[config.mk]
export PLATFORM = sky130hd
export DESIGN_NAME = vfv_queue
export DESIGN_NICKNAME = d
export VERILOG_FILES = /design/src/hdl/vfv_pkg.sv /design/src/hdl/vfv_queue.sv
export SDC_FILE = /design/constraint.sdc
export NUM_CORES = 1
export LEC_CHECK = 0
export BUFFER_PORTS_ARGS = -buffer_cell sky130_fd_sc_hd__buf_2
export CAP_MARGIN = 20
export CORE_ASPECT_RATIO = 1.5
export CORE_MARGIN = 3
export CORE_UTILIZATION = 46
export DETAILED_ROUTE_END_ITERATION = 7
export PLACE_DENSITY = 0.78
export SYNTH_ARGS = -nofsm -noshare
export SYNTH_HDL_FRONTEND = slang
export SYNTH_SLANG_ARGS = --single-unit
[constraint.sdc]
create_clock -name clk_i -period 1.4 [get_ports clk_i]
set_input_delay 0.21 -clock clk_i [delete_from_list [all_inputs] [get_ports clk_i]]
set_output_delay 0.21 -clock clk_i [all_outputs]
set_load 0.005 [all_outputs]
[src/hdl/vfv_pkg.sv]
// Shared types, codes and helpers for the voxel face visibility block.
package vfv_pkg;

  localparam int CodeW  = 8;
  localparam int CoordW = 4;
  localparam int CsizeW = 5;
  localparam int FaceN  = 6;

  // op codes carried in s_axis_tuser
  localparam logic OP_WRITE = 1'b0;
  localparam logic OP_QUERY = 1'b1;

  // configuration register indexes
  localparam logic [1:0] CFG_CHUNK_SIZE = 2'd0;
  localparam logic [1:0] CFG_GRASS_CODE = 2'd1;
  localparam logic [1:0] CFG_STONE_CODE = 2'd2;

  // face order in face_mask
  localparam int FACE_PX = 0;
  localparam int FACE_NX = 1;
  localparam int FACE_PZ = 2;
  localparam int FACE_NZ = 3;
  localparam int FACE_NY = 4;
  localparam int FACE_PY = 5;

  // classified item handed from front to back
  typedef struct packed {
    logic                op;
    logic [CoordW-1:0]   x;
    logic [CoordW-1:0]   y;
    logic [CoordW-1:0]   z;
    logic [CodeW-1:0]    code;
    logic                cell_in;
    logic [FaceN-1:0]    nbr_in;
  } entry_t;

  function automatic logic code_filled(input logic [CodeW-1:0] code,
                                       input logic [CodeW-1:0] grass,
                                       input logic [CodeW-1:0] stone);
    return (code == grass) || (code == stone);
  endfunction

endpackage

[src/hdl/vfv_queue.sv]
// Two-entry queue between front and back.
module vfv_queue (
  input  logic            clk_i,
  input  logic            rst_ni,
  input  logic            push_i,
  input  vfv_pkg::entry_t entry_i,
  output logic            full_o,
  input  logic            pop_i,
  output logic            valid_o,
  output vfv_pkg::entry_t head_o
);

  vfv_pkg::entry_t slot_q [2];
  logic            wr_ptr_q, rd_ptr_q;
  logic [1:0]      count_q;

  always_ff @(posedge clk_i or negedge rst_ni) begin
    if (!rst_ni) begin
      wr_ptr_q <= 1'b0;
      rd_ptr_q <= 1'b0;
      count_q  <= 2'd0;
    end else begin
      if (push_i) begin
        slot_q[wr_ptr_q] <= entry_i;
        wr_ptr_q         <= !wr_ptr_q;
      end
      if (pop_i) begin
        rd_ptr_q <= !rd_ptr_q;
      end
      count_q <= count_q + 2'(push_i) - 2'(pop_i);
    end
  end

  assign full_o  = count_q == 2'd2;
  assign valid_o = count_q != 2'd0;
  assign head_o  = slot_q[rd_ptr_q];

endmodule

* Word-level counts from Yosys, hierarchy flattened
Memories as Yosys holds them, arrays and structs flattened.
Index checks and enable logic that the tools add are counted.
** Storage, ports and cells
- Register bits after elaboration :: 4
- RAM bits :: 56
- Bits of input ports :: 32
- Output and inout port bits :: 30
- Word-level logic and storage cells :: 13
- Memories :: 1
** Cells by class
- $add $sub $neg :: 2
- Equal/unequal tests :: 1
- Mux-type cells :: 2
- Reduce and logical (&&, ||, !) cells :: 4
** Memory list
- slot_q :: words 2, bits a word 28, read ports 1, clocked after memory_dff 0, wr ports 1, RTL line vfv_queue.sv:13 : vfv_pkg::entry_t slot_q [2];
** Operators by type and width (count)
- $add A2 B1 Y2 :: 1
- $eq A2 B2 Y1 const B :: 1
- $logic_not A1 Y1 :: 2
- $mux W1 :: 2
- $reduce_bool A2 Y1 :: 1
- $sub A2 B1 Y2 :: 1
- $logic_and A1 B1 Y1 :: 1

* Logic depth before layout (Yosys ltp)
- Word-level depth :: 3
- Depth in mapped cells :: 5

* Worst setup path before layout
OpenSTA, ideal clock, no wires.
- Path kind :: reg2reg
- From :: register wr_ptr_q
- To :: memory slot_q[0][0] (netlist name) (enable)
- Library setup time :: 0.388 ns
- Arrival :: 1.185 ns
- Required time :: 1.012 ns
- Path slack :: -0.172 ns
- Cell stages (with the launch flop) :: 2
- Path buffers :: 0
- Clock period less this slack :: 1.572 ns
- Cells stage by stage :: dfrtp_1 and3b_1
** RTL lines
- start: declaration :: RTL line vfv_queue.sv:14 : logic wr_ptr_q, rd_ptr_q;
- start signal: assignment :: RTL line vfv_queue.sv:25 : wr_ptr_q <= !wr_ptr_q;
- end: declaration :: RTL line vfv_queue.sv:13
Straight into the memory's write port.

==> impl_metrics.py <==
metrics = {
    "clock_tree": {
        "cts-root-buf": "clkbuf_8",
        "cts.sinks": 60,
        "clkTransAtPathRegs_ns": 0.06,
        "cts_tree": "done",
        "clk_latency_ns": 0.31,
        "clockBufferDepth": 2,
        "cts_inserted_buffers": 9,
        "htreeDepth": 3,
    },
    "min_path": {
        "hp-start": "entry_i[10]",
        "hold_class": "input port to flip-flop",
        "hold_depth": 1,
    },
    "final_layout": {
        "layout_common_cells": "edfxtp_1, buf_2, mux2_4",
        "diodes": 0,
        "layout_commonest_cell": "edfxtp_1",
        "area_delta_synth_final_pct": 39.6,
        "fill_cells": 326,
        "finalNetCount": 213,
        "final_cells": 248,
        "drive_gt1_share_pct": 61.4,
        "post-route-cell-area_mm2": 0.00317,
    },
    "routing": {
        "wl_met3_um": 177,
        "drt-total-wl_um": 4060,
        "drc": 0,
        "routed.top_layer": "met4",
        "vias": 1185,
        "via_per_inst": 4.78,
        "postRouteAntennaNets": 0,
        "drt-pass1-iter-count": 4,
        "wl_met1_um": 1460,
        "first_iter_violations": 28,
        "routedWlPerCell_um": 16.4,
        "dr_wl_met2_um": 2360,
    },
    "critical_path": {
        "cp.required_ns": 1.19,
        "worstSetupEndpointType": "primary output",
        "worstSetupStartpoint": "rd_ptr_q$_DFFE_PN0P_",
        "criticalPathCategory": "flip-flop to primary output",
        "crit_path_start_kind": "flip-flop",
        "cp.arrival_ns": 1.39,
        "cp_max_fo": 9,
        "reg2regPathDepth": 2,
        "r2r_start": "wr_ptr_q$_DFFE_PN0P_",
    },
    "floorplan": {
        "rows": 30,
        "initial_core_util_pct": 48.8,
        "io_pins": 62,
        "die_x_um": 63.4,
        "die_h_um": 92.0,
        "core_mm2": 0.00465,
        "fp.dieArea_mm2": 0.00583,
    },
    "sta": {
        "setup_slack_ns": -0.197,
        "slew_headroom_pct": 84.1,
        "setup_viol_count_final": 28,
        "drv_slew": 0,
        "finalSetupTns_ns": -5.06,
        "holdWs_ns": 0.0839,
        "hold_viol": 0,
        "rsz0062_at_grt": "true",
        "min_period_over_period_pct": 114,
        "fmax_mhz": 626,
        "worst_pin_slew_ns": 0.239,
        "skew_ns": 0.00368,
        "min_period_ns": 1.60,
    },
    "pwr": {
        "switching_share_pct": 23.1,
        "power.density_mw_per_mm2": 1910,
        "power_frac_seq_pct": 38.8,
        "ir_drop_v": 0.00137,
        "power_frac_clock_pct": 29.1,
        "leakage_nw": 1.30,
        "p_int_mw": 4.65,
        "p_sw_mw": 1.40,
        "comb_power_share_pct": 32.1,
    },
    "global_routing": {
        "grt_pass1_wl_um": 6450,
        "grt_pass1_vias": 1303,
        "grt_overflow": 0,
        "antenna_found_initial": 0,
        "grt_util_all_layers_pct": 14.9,
        "grt_max_degree": 19,
    },
    "yosys": {
        "ys_seq_area_share_pct": 78.5,
        "avgSynthCellArea_um2": 22.3,
        "synth.net_count": 136,
        "synthCells": 102,
        "ys_types": 15,
        "yosys_warnings": 0,
        "ys_seq_elements": 60,
        "synthesis.area_mm2": 0.00227,
    },
    "job": {
        "max_cap_viol_count": 0,
    },
    "run_status": {
        "status": "complete, but fails checks",
        "violations": "negative setup slack",
    },
    "placement": {
        "dp_cells": 230,
        "gp_congestion": 0.691,
        "dpl_cell_area_mm2": 0.00271,
        "hpwl_um": 2680,
        "port_buffers": 61,
    },
}
-- final timing paths --
path,to,slack [ns]
worst min register to register,wr_ptr_q$_DFFE_PN0P_,0.50
worst min-delay path,slot_q[0][10]$_DFFE_PP_,0.08
worst max register to register,slot_q[0][12]$_DFFE_PP_,0.15
min in group asynchronous,count_q[0]$_DFF_PN0_,0.27
max in group asynchronous,rd_ptr_q$_DFFE_PN0P_,0.94
worst max-delay path,head_o[4],-0.20
-- synth_stat cells --
cell      instances  area share [%]
mux2_4           10             6.6
xor2_1            2            0.77
buf_6             1            0.50
edfxtp_1         56              74
or2_2             1            0.28
and3_1            1            0.28
dfrtp_1           4             4.4
inv_1             2            0.33
buf_4             1            0.33
ha_1              2             1.1
buf_8             1            0.66
and3b_1           1            0.39
nor2b_1           1            0.28
mux2_2           18             8.9
xor3_1            1             1.0
-- per-stage QoR --
stage | utilization (%) | worst slack [ns] | total power [mW]
2_1_floorplan | - | 0.0946 | 3.25
3_3_place_gp | 58.1 | 0.0803 | 3.73
3_5_place_dp | 58.1 | 0.0371 | 3.79
4_1_cts | 66.3 | -0.217 | 5.88
5_1_grt | 68.1 | -0.260 | 6.36
6_report | 68.1 | -0.197 | 6.05
-- final cells by class --
class	instances	area, um2	area share (%)
Sequential cell	60	1780	56.3
Clock inverter	6	103	3.24
Multi-Input combinational cell	37	500	15.8
Timing Repair Buffer	69	567	17.9
Tap cell	64	80.1	2.53
Clock buffer	10	128	4.03
Inverter	2	7.51	0.237
-- what timing repair did --
| action | 4_1_cts | 5_1_grt |
|---|---|---|
| endpoints found under the hold margin | 4 | 0 |
| buffers inserted | 0 | 0 |
| hold buffers | 1 | 0 |
| pin swaps | 0 | 1 |
| endpoints found under the setup margin | 28 | 30 |
| gates resized for setup | 26 | 13 |
| gates cloned | 0 | 1 |
-- per-layer routing --
layer  vias up  global-route usage, %
met5         -                      0
met4         0                   8.65
met3         4                   4.41
met2        40                   25.0
met1       589                   16.6
li1        552                      -
-- power groups by stage --
stage / sequential [mW] / combinational [mW] / clock [mW]
2_1_floorplan: 2.32 / 0.933 / 0
3_5_place_dp: 2.35 / 1.44 / 0
3_3_place_gp: 2.33 / 1.40 / 0
4_1_cts: 2.32 / 1.75 / 1.81
6_report: 2.35 / 1.94 / 1.76
5_1_grt: 2.38 / 2.08 / 1.89
-- critical path, stage by stage (launching register included) --
cell       delay, ns
dfrtp_2         0.46
clkbuf_16       0.20
mux2_4          0.30
buf_6           0.11
-- registers in the layout, indices dropped and copies added, names as in the netlist --
name	flops
count_q	2
rd_ptr_q	1
slot_q	56
wr_ptr_q	1
-- cells by family (layout without fill, tap and decap cells) --
| logic type | Yosys count | after routing | synth area share (%) |
|---|---|---|---|
| muxes | 28 | 28 | 15.5 |
| and+or+nand+nor | 4 | 4 | 1.21 |
| buffers and inverters | 5 | 87 | 1.82 |
| xor gates and xnor gates | 3 | 3 | 1.82 |
| DFF | 60 | 60 | 78.5 |
| adders and majority gates | 2 | 2 | 1.10 |
No activity file was read; power rests on OpenSTA's default activity.
