$ cat src/hdl/vfv_pkg.sv
// Shared types, codes and helpers for the voxel face visibility block.
package vfv_pkg;

  localparam int CodeW  = 8;
  localparam int CoordW = 4;
  localparam int CsizeW = 5;
  localparam int FaceN  = 6;

  // op codes carried in s_axis_tuser
  localparam logic OP_WRITE = 1'b0;
  localparam logic OP_QUERY = 1'b1;

  // configuration register indexes
  localparam logic [1:0] CFG_CHUNK_SIZE = 2'd0;
  localparam logic [1:0] CFG_GRASS_CODE = 2'd1;
  localparam logic [1:0] CFG_STONE_CODE = 2'd2;

  // face order in face_mask
  localparam int FACE_PX = 0;
  localparam int FACE_NX = 1;
  localparam int FACE_PZ = 2;
  localparam int FACE_NZ = 3;
  localparam int FACE_NY = 4;
  localparam int FACE_PY = 5;

  // classified item handed from front to back
  typedef struct packed {
    logic                op;
    logic [CoordW-1:0]   x;
    logic [CoordW-1:0]   y;
    logic [CoordW-1:0]   z;
    logic [CodeW-1:0]    code;
    logic                cell_in;
    logic [FaceN-1:0]    nbr_in;
  } entry_t;

  function automatic logic code_filled(input logic [CodeW-1:0] code,
                                       input logic [CodeW-1:0] grass,
                                       input logic [CodeW-1:0] stone);
    return (code == grass) || (code == stone);
  endfunction

endpackage

$ cat src/hdl/vfv_front.sv
// Front end: accepts items and classifies the cell and its neighbors against the chunk.
module vfv_front #(
  parameter int MAX_EDGE = 16
) (
  input  logic                       s_valid_i,
  output logic                       s_ready_o,
  input  logic [23:0]                s_data_i,
  input  logic                       s_user_i,
  input  logic [vfv_pkg::CsizeW-1:0] chunk_size_i,
  input  logic                       q_full_i,
  output logic                       push_o,
  output vfv_pkg::entry_t            entry_o
);

  localparam int EW = $clog2(MAX_EDGE + 1);
  localparam int CW = (EW > vfv_pkg::CsizeW) ? EW : vfv_pkg::CsizeW;

  logic [CW-1:0] edge_len;
  logic [CW-1:0] xe, ye, ze;
  logic [vfv_pkg::CoordW-1:0] x, y, z;

  assign x = s_data_i[3:0];
  assign y = s_data_i[7:4];
  assign z = s_data_i[11:8];
  assign xe = CW'(x);
  assign ye = CW'(y);
  assign ze = CW'(z);

  // chunk size saturates at the grid edge
  assign edge_len = (CW'(chunk_size_i) > CW'(MAX_EDGE)) ? CW'(MAX_EDGE) : CW'(chunk_size_i);

  always_comb begin
    entry_o.op      = s_user_i;
    entry_o.x       = x;
    entry_o.y       = y;
    entry_o.z       = z;
    entry_o.code    = s_data_i[19:12];
    entry_o.cell_in = (xe < edge_len) && (ye < edge_len) && (ze < edge_len);
    entry_o.nbr_in[vfv_pkg::FACE_PX] = (xe + CW'(1)) < edge_len;
    entry_o.nbr_in[vfv_pkg::FACE_NX] = x != '0;
    entry_o.nbr_in[vfv_pkg::FACE_PZ] = (ze + CW'(1)) < edge_len;
    entry_o.nbr_in[vfv_pkg::FACE_NZ] = z != '0;
    entry_o.nbr_in[vfv_pkg::FACE_NY] = y != '0;
    entry_o.nbr_in[vfv_pkg::FACE_PY] = (ye + CW'(1)) < edge_len;
  end

  assign s_ready_o = !q_full_i;
  assign push_o    = s_valid_i && !q_full_i;

endmodule

$ cat config.mk
export PLATFORM = sky130hd
export DESIGN_NAME = vfv_front
export DESIGN_NICKNAME = d
export VERILOG_FILES = /design/src/hdl/vfv_pkg.sv /design/src/hdl/vfv_front.sv
export SDC_FILE = /design/constraint.sdc
export NUM_CORES = 1
export LEC_CHECK = 0
export BUFFER_PORTS_ARGS = -buffer_cell sky130_fd_sc_hd__buf_2
export CAP_MARGIN = 25
export CORE_MARGIN = 2
export CORE_UTILIZATION = 39
export DETAILED_ROUTE_END_ITERATION = 8
export GPL_TIMING_DRIVEN = 0
export PLACE_DENSITY = 0.81
export RECOVER_POWER = 25
export SLEW_MARGIN = 20
export SYNTH_ARGS = -nofsm -noshare
export SYNTH_HDL_FRONTEND = slang
export SYNTH_SLANG_ARGS = --single-unit
$ cat constraint.sdc
create_clock -name vclk -period 1.25
set_clock_uncertainty 0.2 [all_clocks]
set_input_delay 0 -clock vclk [all_inputs]
set_output_delay 0 -clock vclk [all_outputs]
set_load 0.01 [all_outputs]
# [After elaboration in Yosys (flattened, before gate mapping)]
# Cells that the tools add are included.
[totals] reg_bits=0 out_inout_bits=30 word_cells=18
[op_classes] addsub=3 n_lt_le_gt_ge=7 muxes=1 reduce_logical=7
[op_table] cell="adder 4 x 1 -> 5 bit (second input constant)" n=3
[op_table] cell="less-than comparator 4 x 5 -> 1 bit" n=3
[op_table] cell="less-than comparator 5 bit" n=3
[op_table] cell="nonzero test 4 bit" n=3
[op_table] cell="greater-than comparator 5 bit (second input constant)" n=1
[op_table] cell="2-to-1 mux 5 bit" n=1
[op_table] cell="logical AND 1 bit" n=3
[op_table] cell="zero test 1 bit" n=1

# [Longest topological paths before layout]
# Gate-level depths: netlist of run 1.
[logic_depth] depth_word=5 mapped_depth=7

# [Worst setup path after synthesis of run 1]
# Ideal clock, no wire load.
[synth_path] kind="input port to output port" from="input chunk_size_i[4] (netlist bit)" to="output entry_o[6] (netlist bit)" arrival_ps=1173 slack_ps=-123 path_stages=6 n_path_buf=0 cell_sequence="inv_1 nand2_1 ha_1 a22o_1 nor4_1 a31o_1"
[synth_lines] element="start, declared" line="vfv_front.sv:9" rtl="input logic [vfv_pkg::CsizeW-1:0] chunk_size_i,"
[synth_lines] element="end, declared" line="vfv_front.sv:12" rtl="output vfv_pkg::entry_t entry_o"

==> results of run 1 <==
cell families (layout without fill, tap and decap cells):
logic type                 Yosys count  count (layout)  share of synthesized area
and+or+nand+nor                     26              26                      0.157
AOI/OAI and AO/OA                   20              20                      0.144
adders and majority gates           27              27                      0.408
xor gates and xnor gates             6               6                     0.0636
buffers and inverters               29              97                      0.227
routing by layer:
layer | share of wire | global-route usage | routed length, µm | vias to the layer above
met5 | 0 | 0 | 0 | -
met4 | 0.033 | 0.0463 | 100 | 0
met3 | 0.062 | 0.00303 | 186 | 10
met2 | 0.54 | 0.428 | 1620 | 59
met1 | 0.37 | 0.215 | 1100 | 462
li1 | - | - | - | 492
what timing repair did:
item,4_1_cts,5_1_grt
endpoints found under the hold margin,9,0
pin swaps,20,9
resized for setup,43,8
setup buffers,7,4
setup endpoints to repair,4,4
hold buffers,9,0
power breakdown:
group,internal [mW],switching [mW]
sequential,0,0
combinational,0.346,0.307
clock,0,0
final cells by class:
cell class	count	area [µm²]	area share
multi-input combinational	79	902	0.571
timing repair buffer	68	453	0.287
inverter	8	33.8	0.0214
tap	27	33.8	0.0214
buffer	21	158	0.0998
how the worst min path moves through the flow:
stage | slack (ns) | endpoint | cells past startpoint
2_1_floorplan | -0.16 | s_ready_o | 1
3_5_place_dp | -0.02 | entry_o[14] | 2
5_1_grt | 0.06 | push_o | 3
3_3_place_gp | -0.02 | entry_o[14] | 2
4_1_cts | 0.05 | push_o | 3
6_report | 0.04 | push_o | 3
placed cells by master (no fill, tap or decap), types with 2 or more instances in the layout:
cell type	netlist	final
buf_6	0	6
inv_1	8	6
nand3b_1	3	3
a21oi_2	0	5
nand2_4	0	2
a21oi_1	10	4
buf_2	0	35
nand3_1	3	2
o21ai_1	0	4
xnor2_2	0	3
ha_1	27	15
xor2_1	3	3
and3_1	3	3
nand2_1	10	7
ha_4	0	12
nor2b_1	2	2
dlygate4sd3_1	0	9
clkbuf_1	0	6
nor2_1	3	3
buf_4	21	32
through the flow:
step                      hold slack, ns  std cells  setup TNS [ns]  worst slack (ns)
final                             0.0406        203           -1.31            -0.432
after global placement           -0.0150        184           -1.26            -0.411
after CTS                         0.0497        199          -0.812            -0.318
after detailed placement         -0.0161        184           -1.26            -0.435
after floorplan                   -0.156        108        -0.00864          -0.00864
after global routing              0.0578        203           -1.45            -0.499
==> results.md, run 1 <==
- I/O pin count: 62
- Yosys cell types: 21
- Relative slew slack: 0.814
- Cell Pwr Density: 413 nW/µm²
- Post-Syn Area: 827 µm²
- Max-slew violations: 0
- Synth top area share: 0.408
- Post-route DRC violation count: 0
- Post-synthesis area per instance: 7.66 µm²
- Post-route worst setup slack: -0.432 ns
- Max incr delay on CP: 0.26 ns
- Initial Util: 0.417
- Worst Hold Class: in -> out
- Core area: 1980 µm²
- Critical path endpoint category: output port
- Chip Width: 50.1 µm
- Fin area: 1580 µm²
- Total design power: 0.653 mW
- CP endpoint: entry_o[6]
- Most common cell in the synthesized netlist: ha_1
- Global route overflow: 0
- Data required, critical path: 1.05 ns
- DRT antenna net count: 0
- Area growth syn-to-layout: 91.1%
- Routed WL per cell: 14.8 µm
- RSZ-0062 raised after global routing: true
- Arrival time at the worst endpoint: 1.48 ns
- Detailed Route WL: 3010 µm
- Nets: 237
- Commonest cells in the netlist: 27 x ha_1, 21 x buf_4, 10 x a21oi_1, 10 x nand2_1, 8 x inv_1
- First-pass GRT wire length: 4020 µm
- PortBufs: 49
- Crit share post-route: 1.35
- Crit Path Category: in -> out
- Register area share after synthesis: 0
- Final min period: 1.68 ns
- Total global-route track usage: 0.203
- Core Rows: 16
- Maximum vdd ir drop: 0.000257 V
- DR pass1 iterations: 4
- CP max FO: 6
- Ys Warns: 0
- Num sequential: 0
- Hpwl dp: 1710 µm
- Placed cell areas: 1120 µm²
- Full die area: 2510 µm²
- Area leader, netlist: ha_1
- Die Ht: 50.1 µm
- Util after Layout: 0.797
- Syn Inst Count: 108
- Initial DRC Count: 16
- Largest delay share family, worst path: compound AO/OA/AOI/OAI gates
- GPL Wtd Cong: 0.717
- # setup viols final: 4
- Critical Path, Cell by Cell: buf_8 > clkinvlp_4 > buf_6 > nand2_8 > ha_4 > a21o_1 > a32oi_1 > a31o_1 > buf_2
- Crit. Startpoint: chunk_size_i[4]
- Sequential standard cell area: 0 µm²
- Critical hold path startpoint: q_full_i
- CP bufs+invs: 4
- Antenna diodes: 0
- Violated checks: negative setup slack
- Initial antenna violation count: 0
- Via density: 5.04
- Largest net degree at the start of global routing: 7
- Worst slew pin tran: 0.277 ns
- Max Freq: 594 MHz
- Fillers: 129
- Vias in the first global route: 925
- Share of layout cells above drive strength 1: 0.585
- Status: complete, but fails checks
- Vias: 1023
- Leak: 0.772 nW
- Critical path depth: 9
- Setup crit start kind: input pin
- Mapped Nets: 167
- Max-Cap Viols: 0
- Hold Vio Cnt, Final: 0
- Clock buffers: 0
- Slowest CP cell: a32oi_1
- Synth area leaders: ha_1 41%, buf_4 19%, a21oi_1 6.1%, nand2_1 4.5%, inv_1 3.6%
No activity file was read; power rests on OpenSTA's default activity.
==> inputs of run 2 (changes only) <==
--- a/config.mk
+++ b/config.mk
@@ -5,13 +5,15 @@
 export SDC_FILE = /design/constraint.sdc
 export NUM_CORES = 1
 export LEC_CHECK = 0
+export ABC_AREA = 1
 export BUFFER_PORTS_ARGS = -buffer_cell sky130_fd_sc_hd__buf_2
 export CAP_MARGIN = 25
+export CORE_ASPECT_RATIO = 1.75
 export CORE_MARGIN = 2
-export CORE_UTILIZATION = 39
+export CORE_UTILIZATION = 41
 export DETAILED_ROUTE_END_ITERATION = 8
 export GPL_TIMING_DRIVEN = 0
-export PLACE_DENSITY = 0.81
+export PLACE_DENSITY = 0.82
 export RECOVER_POWER = 25
 export SLEW_MARGIN = 20
 export SYNTH_ARGS = -nofsm -noshare
==> results.md, run 2 <==
- Status: complete, but fails checks
- Violated checks: negative setup slack
- Fin cells: 242
- Nets: 279
- Maximum vdd ir drop: 0.000238 V
- Num sequential: 0
- Slowest CP cell: ha_4
- Clock buffers: 0
- Hold_ws: 0.0275 ns
- Synth top area share: 0.362
- Post-route DRC violation count: 0
- Hold Vio Cnt, Final: 0
- Commonest non-fill, non-tap cell in the layout: buf_4
- Detailed Route WL: 3870 µm
- Crit Path Category: in -> out
- Antenna diodes: 0
- Max Freq: 619 MHz
- Worst slew pin tran: 0.198 ns
- Hold Path Depth: 3
- DRT antenna net count: 0
- CP bufs+invs: 3
- Max incr delay on CP: 0.21 ns
- Sequential standard cell area: 0 µm²
- Max-Cap Viols: 0
- Crit share post-route: 1.29
- Post-synthesis area per instance: 6.39 µm²
- Placed cell areas: 1250 µm²
- Vias: 1256
- Total global-route track usage: 0.245
- Arrival time at the worst endpoint: 1.42 ns
- Vias in the first global route: 1173
- Util after Layout: 0.841
- Ys Warns: 0
- Mapped Nets: 205
- DR pass1 iterations: 4
- Initial Util: 0.440
- Die Ht: 67.1 µm
- I/O pin count: 62
- Most common cell in the synthesized netlist: nand2_1
- Routed WL per cell: 16.0 µm
- Leak: 0.891 nW
- CP max FO: 6
- Final min period: 1.62 ns
- Initial antenna violation count: 0
- Synth area leaders: ha_1 36%, buf_4 17%, nand2_1 14%, inv_1 6.8%, nor2_1 6.0%
- Max-slew violations: 0
- Chip Width: 40.1 µm
- Global route overflow: 0
- GPL Wtd Cong: 0.777
- Largest net degree at the start of global routing: 7
- Core Rows: 22
- Largest delay share family, worst path: compound AO/OA/AOI/OAI gates
- Setup crit start kind: input pin
- Relative slew slack: 0.868
- Critical hold path startpoint: q_full_i
- # setup viols final: 4
- Initial DRC Count: 30
- Core area: 2120 µm²
- RSZ-0062 raised after global routing: true
- First-pass GRT wire length: 4710 µm
- Syn Inst Count: 146
- PortBufs: 49
- Critical Path, Cell by Cell: buf_12 > nor2_4 > nand2_2 > nand2_4 > nand2_8 > buf_6 > ha_4 > a21oi_2 > o21ai_1 > a21oi_1 > buf_2
- Final TNS setup: -1.20 ns
- Commonest cells in the netlist: 34 x nand2_1, 27 x ha_1, 21 x buf_4
- Share of layout cells above drive strength 1: 0.528
- Worst Hold Class: in -> out
- Fin area: 1780 µm²
- Cell Pwr Density: 399 nW/µm²
- Via density: 5.19
- Data required, critical path: 1.05 ns
- Area growth syn-to-layout: 91.0%
- Critical path endpoint category: output port
- Post-Syn Area: 933 µm²
- Hpwl dp: 1860 µm
- Inst Count DP: 219
- Commonest cells after routing, fill and taps aside: 33 x buf_4, 32 x buf_2, 27 x nand2_1, 16 x inv_1, 14 x ha_1
- Full die area: 2690 µm²
- Yosys cell types: 13
- Critical path depth: 11
- Register area share after synthesis: 0
- Post-route worst setup slack: -0.366 ns
- WHS Endpoint: s_ready_o
- Area leader, netlist: ha_1
## run 2: timing repair
item,CTS,global route
buffers inserted,10,4
hold buffers,9,0
resized for setup,59,13
endpoints found under the hold margin,9,0
setup endpoints to repair,4,4
pin swaps,20,18
## run 2: worst min-delay path, stage by stage
cell and delay [ns]:
buf_2 0.08, inv_1 0.03, clkbuf_1 0.11
## run 2: layer usage
metal	up-vias	routed length (µm)	track usage
met5	-	0	0
met4	0	159	0.0776
met3	16	255	0.0167
met2	69	2130	0.494
met1	578	1320	0.231
li1	593	-	-
## run 2: final cells by class
cell class / instances / area [µm²]
Buffer: 21 / 158
Fill cell: 116 / 337
Inverter: 17 / 67.6
Multi-Input combinational cell: 108 / 998
Tap cell: 24 / 30.0
Timing Repair Buffer: 72 / 529
## run 2: worst max path at each step
stage	from	slack, ns	to
finish	chunk_size_i[2]	-0.37	entry_o[0]
global route	chunk_size_i[2]	-0.45	entry_o[6]
CTS	chunk_size_i[1]	-0.26	entry_o[6]
detailed placement	chunk_size_i[4]	-0.45	entry_o[6]
global placement	chunk_size_i[4]	-0.44	entry_o[6]
floorplan	chunk_size_i[2]	-0.02	entry_o[0]
## run 2: cell families (layout without fill, tap and decap cells)
family | count (synthesis) | count (layout) | share of synthesized area
xor+xnor | 6 | 6 | 0.0563
compound gates | 14 | 14 | 0.0804
simple gates | 61 | 61 | 0.264
fa+ha+maj | 27 | 27 | 0.362
buf+inv | 38 | 110 | 0.237
## run 2: where the power goes
group	switching (mW)	internal, mW
registers	0	0
logic	0.355	0.357
clock network	0	0
total	0.355	0.357
## run 2: per-stage QoR
stage                     total power [mW]  setup slack (ns)
after floorplan                      0.296           -0.0228
after global placement               0.449            -0.444
after detailed placement             0.457            -0.446
after CTS                            0.622            -0.263
after global routing                 0.767            -0.450
final                                0.712            -0.366
==> inputs of run 3 (changes only) <==
--- a/config.mk
+++ b/config.mk
@@ -8,12 +8,14 @@
 export ABC_AREA = 1
 export BUFFER_PORTS_ARGS = -buffer_cell sky130_fd_sc_hd__buf_2
 export CAP_MARGIN = 25
+export CELL_PAD_IN_SITES_DETAIL_PLACEMENT = 1
+export CELL_PAD_IN_SITES_GLOBAL_PLACEMENT = 2
 export CORE_ASPECT_RATIO = 1.75
 export CORE_MARGIN = 2
-export CORE_UTILIZATION = 41
+export CORE_UTILIZATION = 19
 export DETAILED_ROUTE_END_ITERATION = 8
 export GPL_TIMING_DRIVEN = 0
-export PLACE_DENSITY = 0.82
+export PLACE_DENSITY_LB_ADDON = 0.1
 export RECOVER_POWER = 25
 export SLEW_MARGIN = 20
 export SYNTH_ARGS = -nofsm -noshare
==> results.md, run 3 (same netlist as run 2, synthesis figures left out) <==
- Core area: 4710 µm²
- Global route overflow: 0
- Full die area: 5510 µm²
- I/O pin count: 62
- Detailed Route WL: 3260 µm
- Final min period: 1.48 ns
- Core Rows: 33
- Crit share post-route: 1.18
- Nets: 273
- DRT antenna net count: 0
- Initial Util: 0.198
- GPL Wtd Cong: 0.690
- Total design power: 0.640 mW
- Vias in the first global route: 1226
- Hold Vio Cnt, Final: 0
- Commonest non-fill, non-tap cell in the layout: buf_4
- CP max FO: 6
- Hold_ws: 0.0305 ns
- Hpwl dp: 2600 µm
- Routed WL per cell: 12.3 µm
- Max-slew violations: 0
- Vias: 1145
- Clock power share: 0
- Fin area: 1750 µm²
- Fin cells: 264
- Initial antenna violation count: 0
- DR pass1 iterations: 2
- Placed cell areas: 1290 µm²
- # setup viols final: 4
- Post-route DRC violation count: 0
- First-pass GRT wire length: 5550 µm
- Pint: 0.329 mW
- Antenna diodes: 0
- Die Ht: 96.7 µm
- Largest net degree at the start of global routing: 7
- Crit Path Category: in -> out
- Area growth syn-to-layout: 87.0%
- PortBufs: 49
- Commonest cells after routing, fill and taps aside: 33 x buf_4, 30 x buf_2, 28 x nand2_1, 15 x inv_1
- Max Freq: 676 MHz
- Sw frac: 0.486
- Via density: 4.34
- Util after Layout: 0.371
- Crit. Startpoint: chunk_size_i[3]
- Share of layout cells above drive strength 1: 0.514
- Maximum vdd ir drop: 0.000179 V
- Data required, critical path: 1.05 ns
- Arrival time at the worst endpoint: 1.28 ns
- Sequential standard cell area: 0 µm²
- Worst Hold Class: in -> out
- Setup crit start kind: input pin
- Cell Pwr Density: 367 nW/µm²
- Leak: 0.852 nW
- Critical path endpoint category: output port
- Total global-route track usage: 0.122
- Status: complete, but fails checks
- Chip Width: 57.0 µm
- Max-Cap Viols: 0
- Clock buffers: 0
- Net switching power: 0.311 mW
- Sequential Power Share: 0
- Inst Count DP: 247
- Relative slew slack: 0.882
- Comb power frac: 1.000
- CP endpoint: entry_o[0]
- Num sequential: 0
- Violated checks: negative setup slack
- Post-route worst setup slack: -0.230 ns
- Worst slew pin tran: 0.177 ns
- Initial DRC Count: 2
- RSZ-0062 raised after global routing: true
==> run 3: layout make-up <==
cell class	count	area, µm²
buffer	21	158
inverter	17	67.6
fill	584	2960
timing repair buffer	66	470
multi-input combinational	108	985
tap	52	65.1
==> run 3: worst max-delay path, stage by stage <==
cell     delay (ns)
buf_6          0.11
nor2_4         0.09
nand2_2        0.07
nand2_4        0.10
nand2_8        0.08
buf_4          0.15
ha_4           0.23
a21oi_2        0.11
o21ai_1        0.06
a21oi_1        0.12
buf_2          0.15
==> run 3: power by group through the flow <==
stage                     combinational (mW)  sequential (mW)  clock, mW
after CTS                              0.651                0          0
after floorplan                        0.296                0          0
after detailed placement               0.486                0          0
after global routing                   0.724                0          0
final                                  0.640                0          0
after global placement                 0.471                0          0
==> run 3: worst min-delay path by stage <==
stage,cells past startpoint,start,to,slack [ns]
2_1_floorplan,1,q_full_i,s_ready_o,-0.16
6_report,3,q_full_i,s_ready_o,0.03
4_1_cts,3,q_full_i,s_ready_o,0.04
5_1_grt,3,q_full_i,s_ready_o,0.05
3_5_place_dp,2,s_data_i[16],entry_o[11],-0.02
3_3_place_gp,2,s_data_i[16],entry_o[11],-0.01
==> run 3: timing repair <==
item / 4_1_cts / 5_1_grt
endpoints found under the setup margin: 4 / 4
hold endpoints to repair: 9 / 0
hold buffers: 9 / 0
resized for setup: 64 / 3
setup buffers: 8 / 0
pin swaps: 18 / 9
==> run 3: through the flow <==
step / setup TNS [ns] / setup WS, ns
2_1_floorplan: -0.0684 / -0.0228
3_3_place_gp: -2.07 / -0.634
3_5_place_dp: -2.05 / -0.631
4_1_cts: -0.903 / -0.290
5_1_grt: -1.29 / -0.358
6_report: -0.866 / -0.230
==> run 3: layer usage <==
metal  up-vias  track usage  part of all wire
li1        583            -                 -
met1       529        0.128              0.35
met2        33        0.263              0.60
met3         0      0.00535             0.050
met4         0            0                 0
met5         -            0                 0
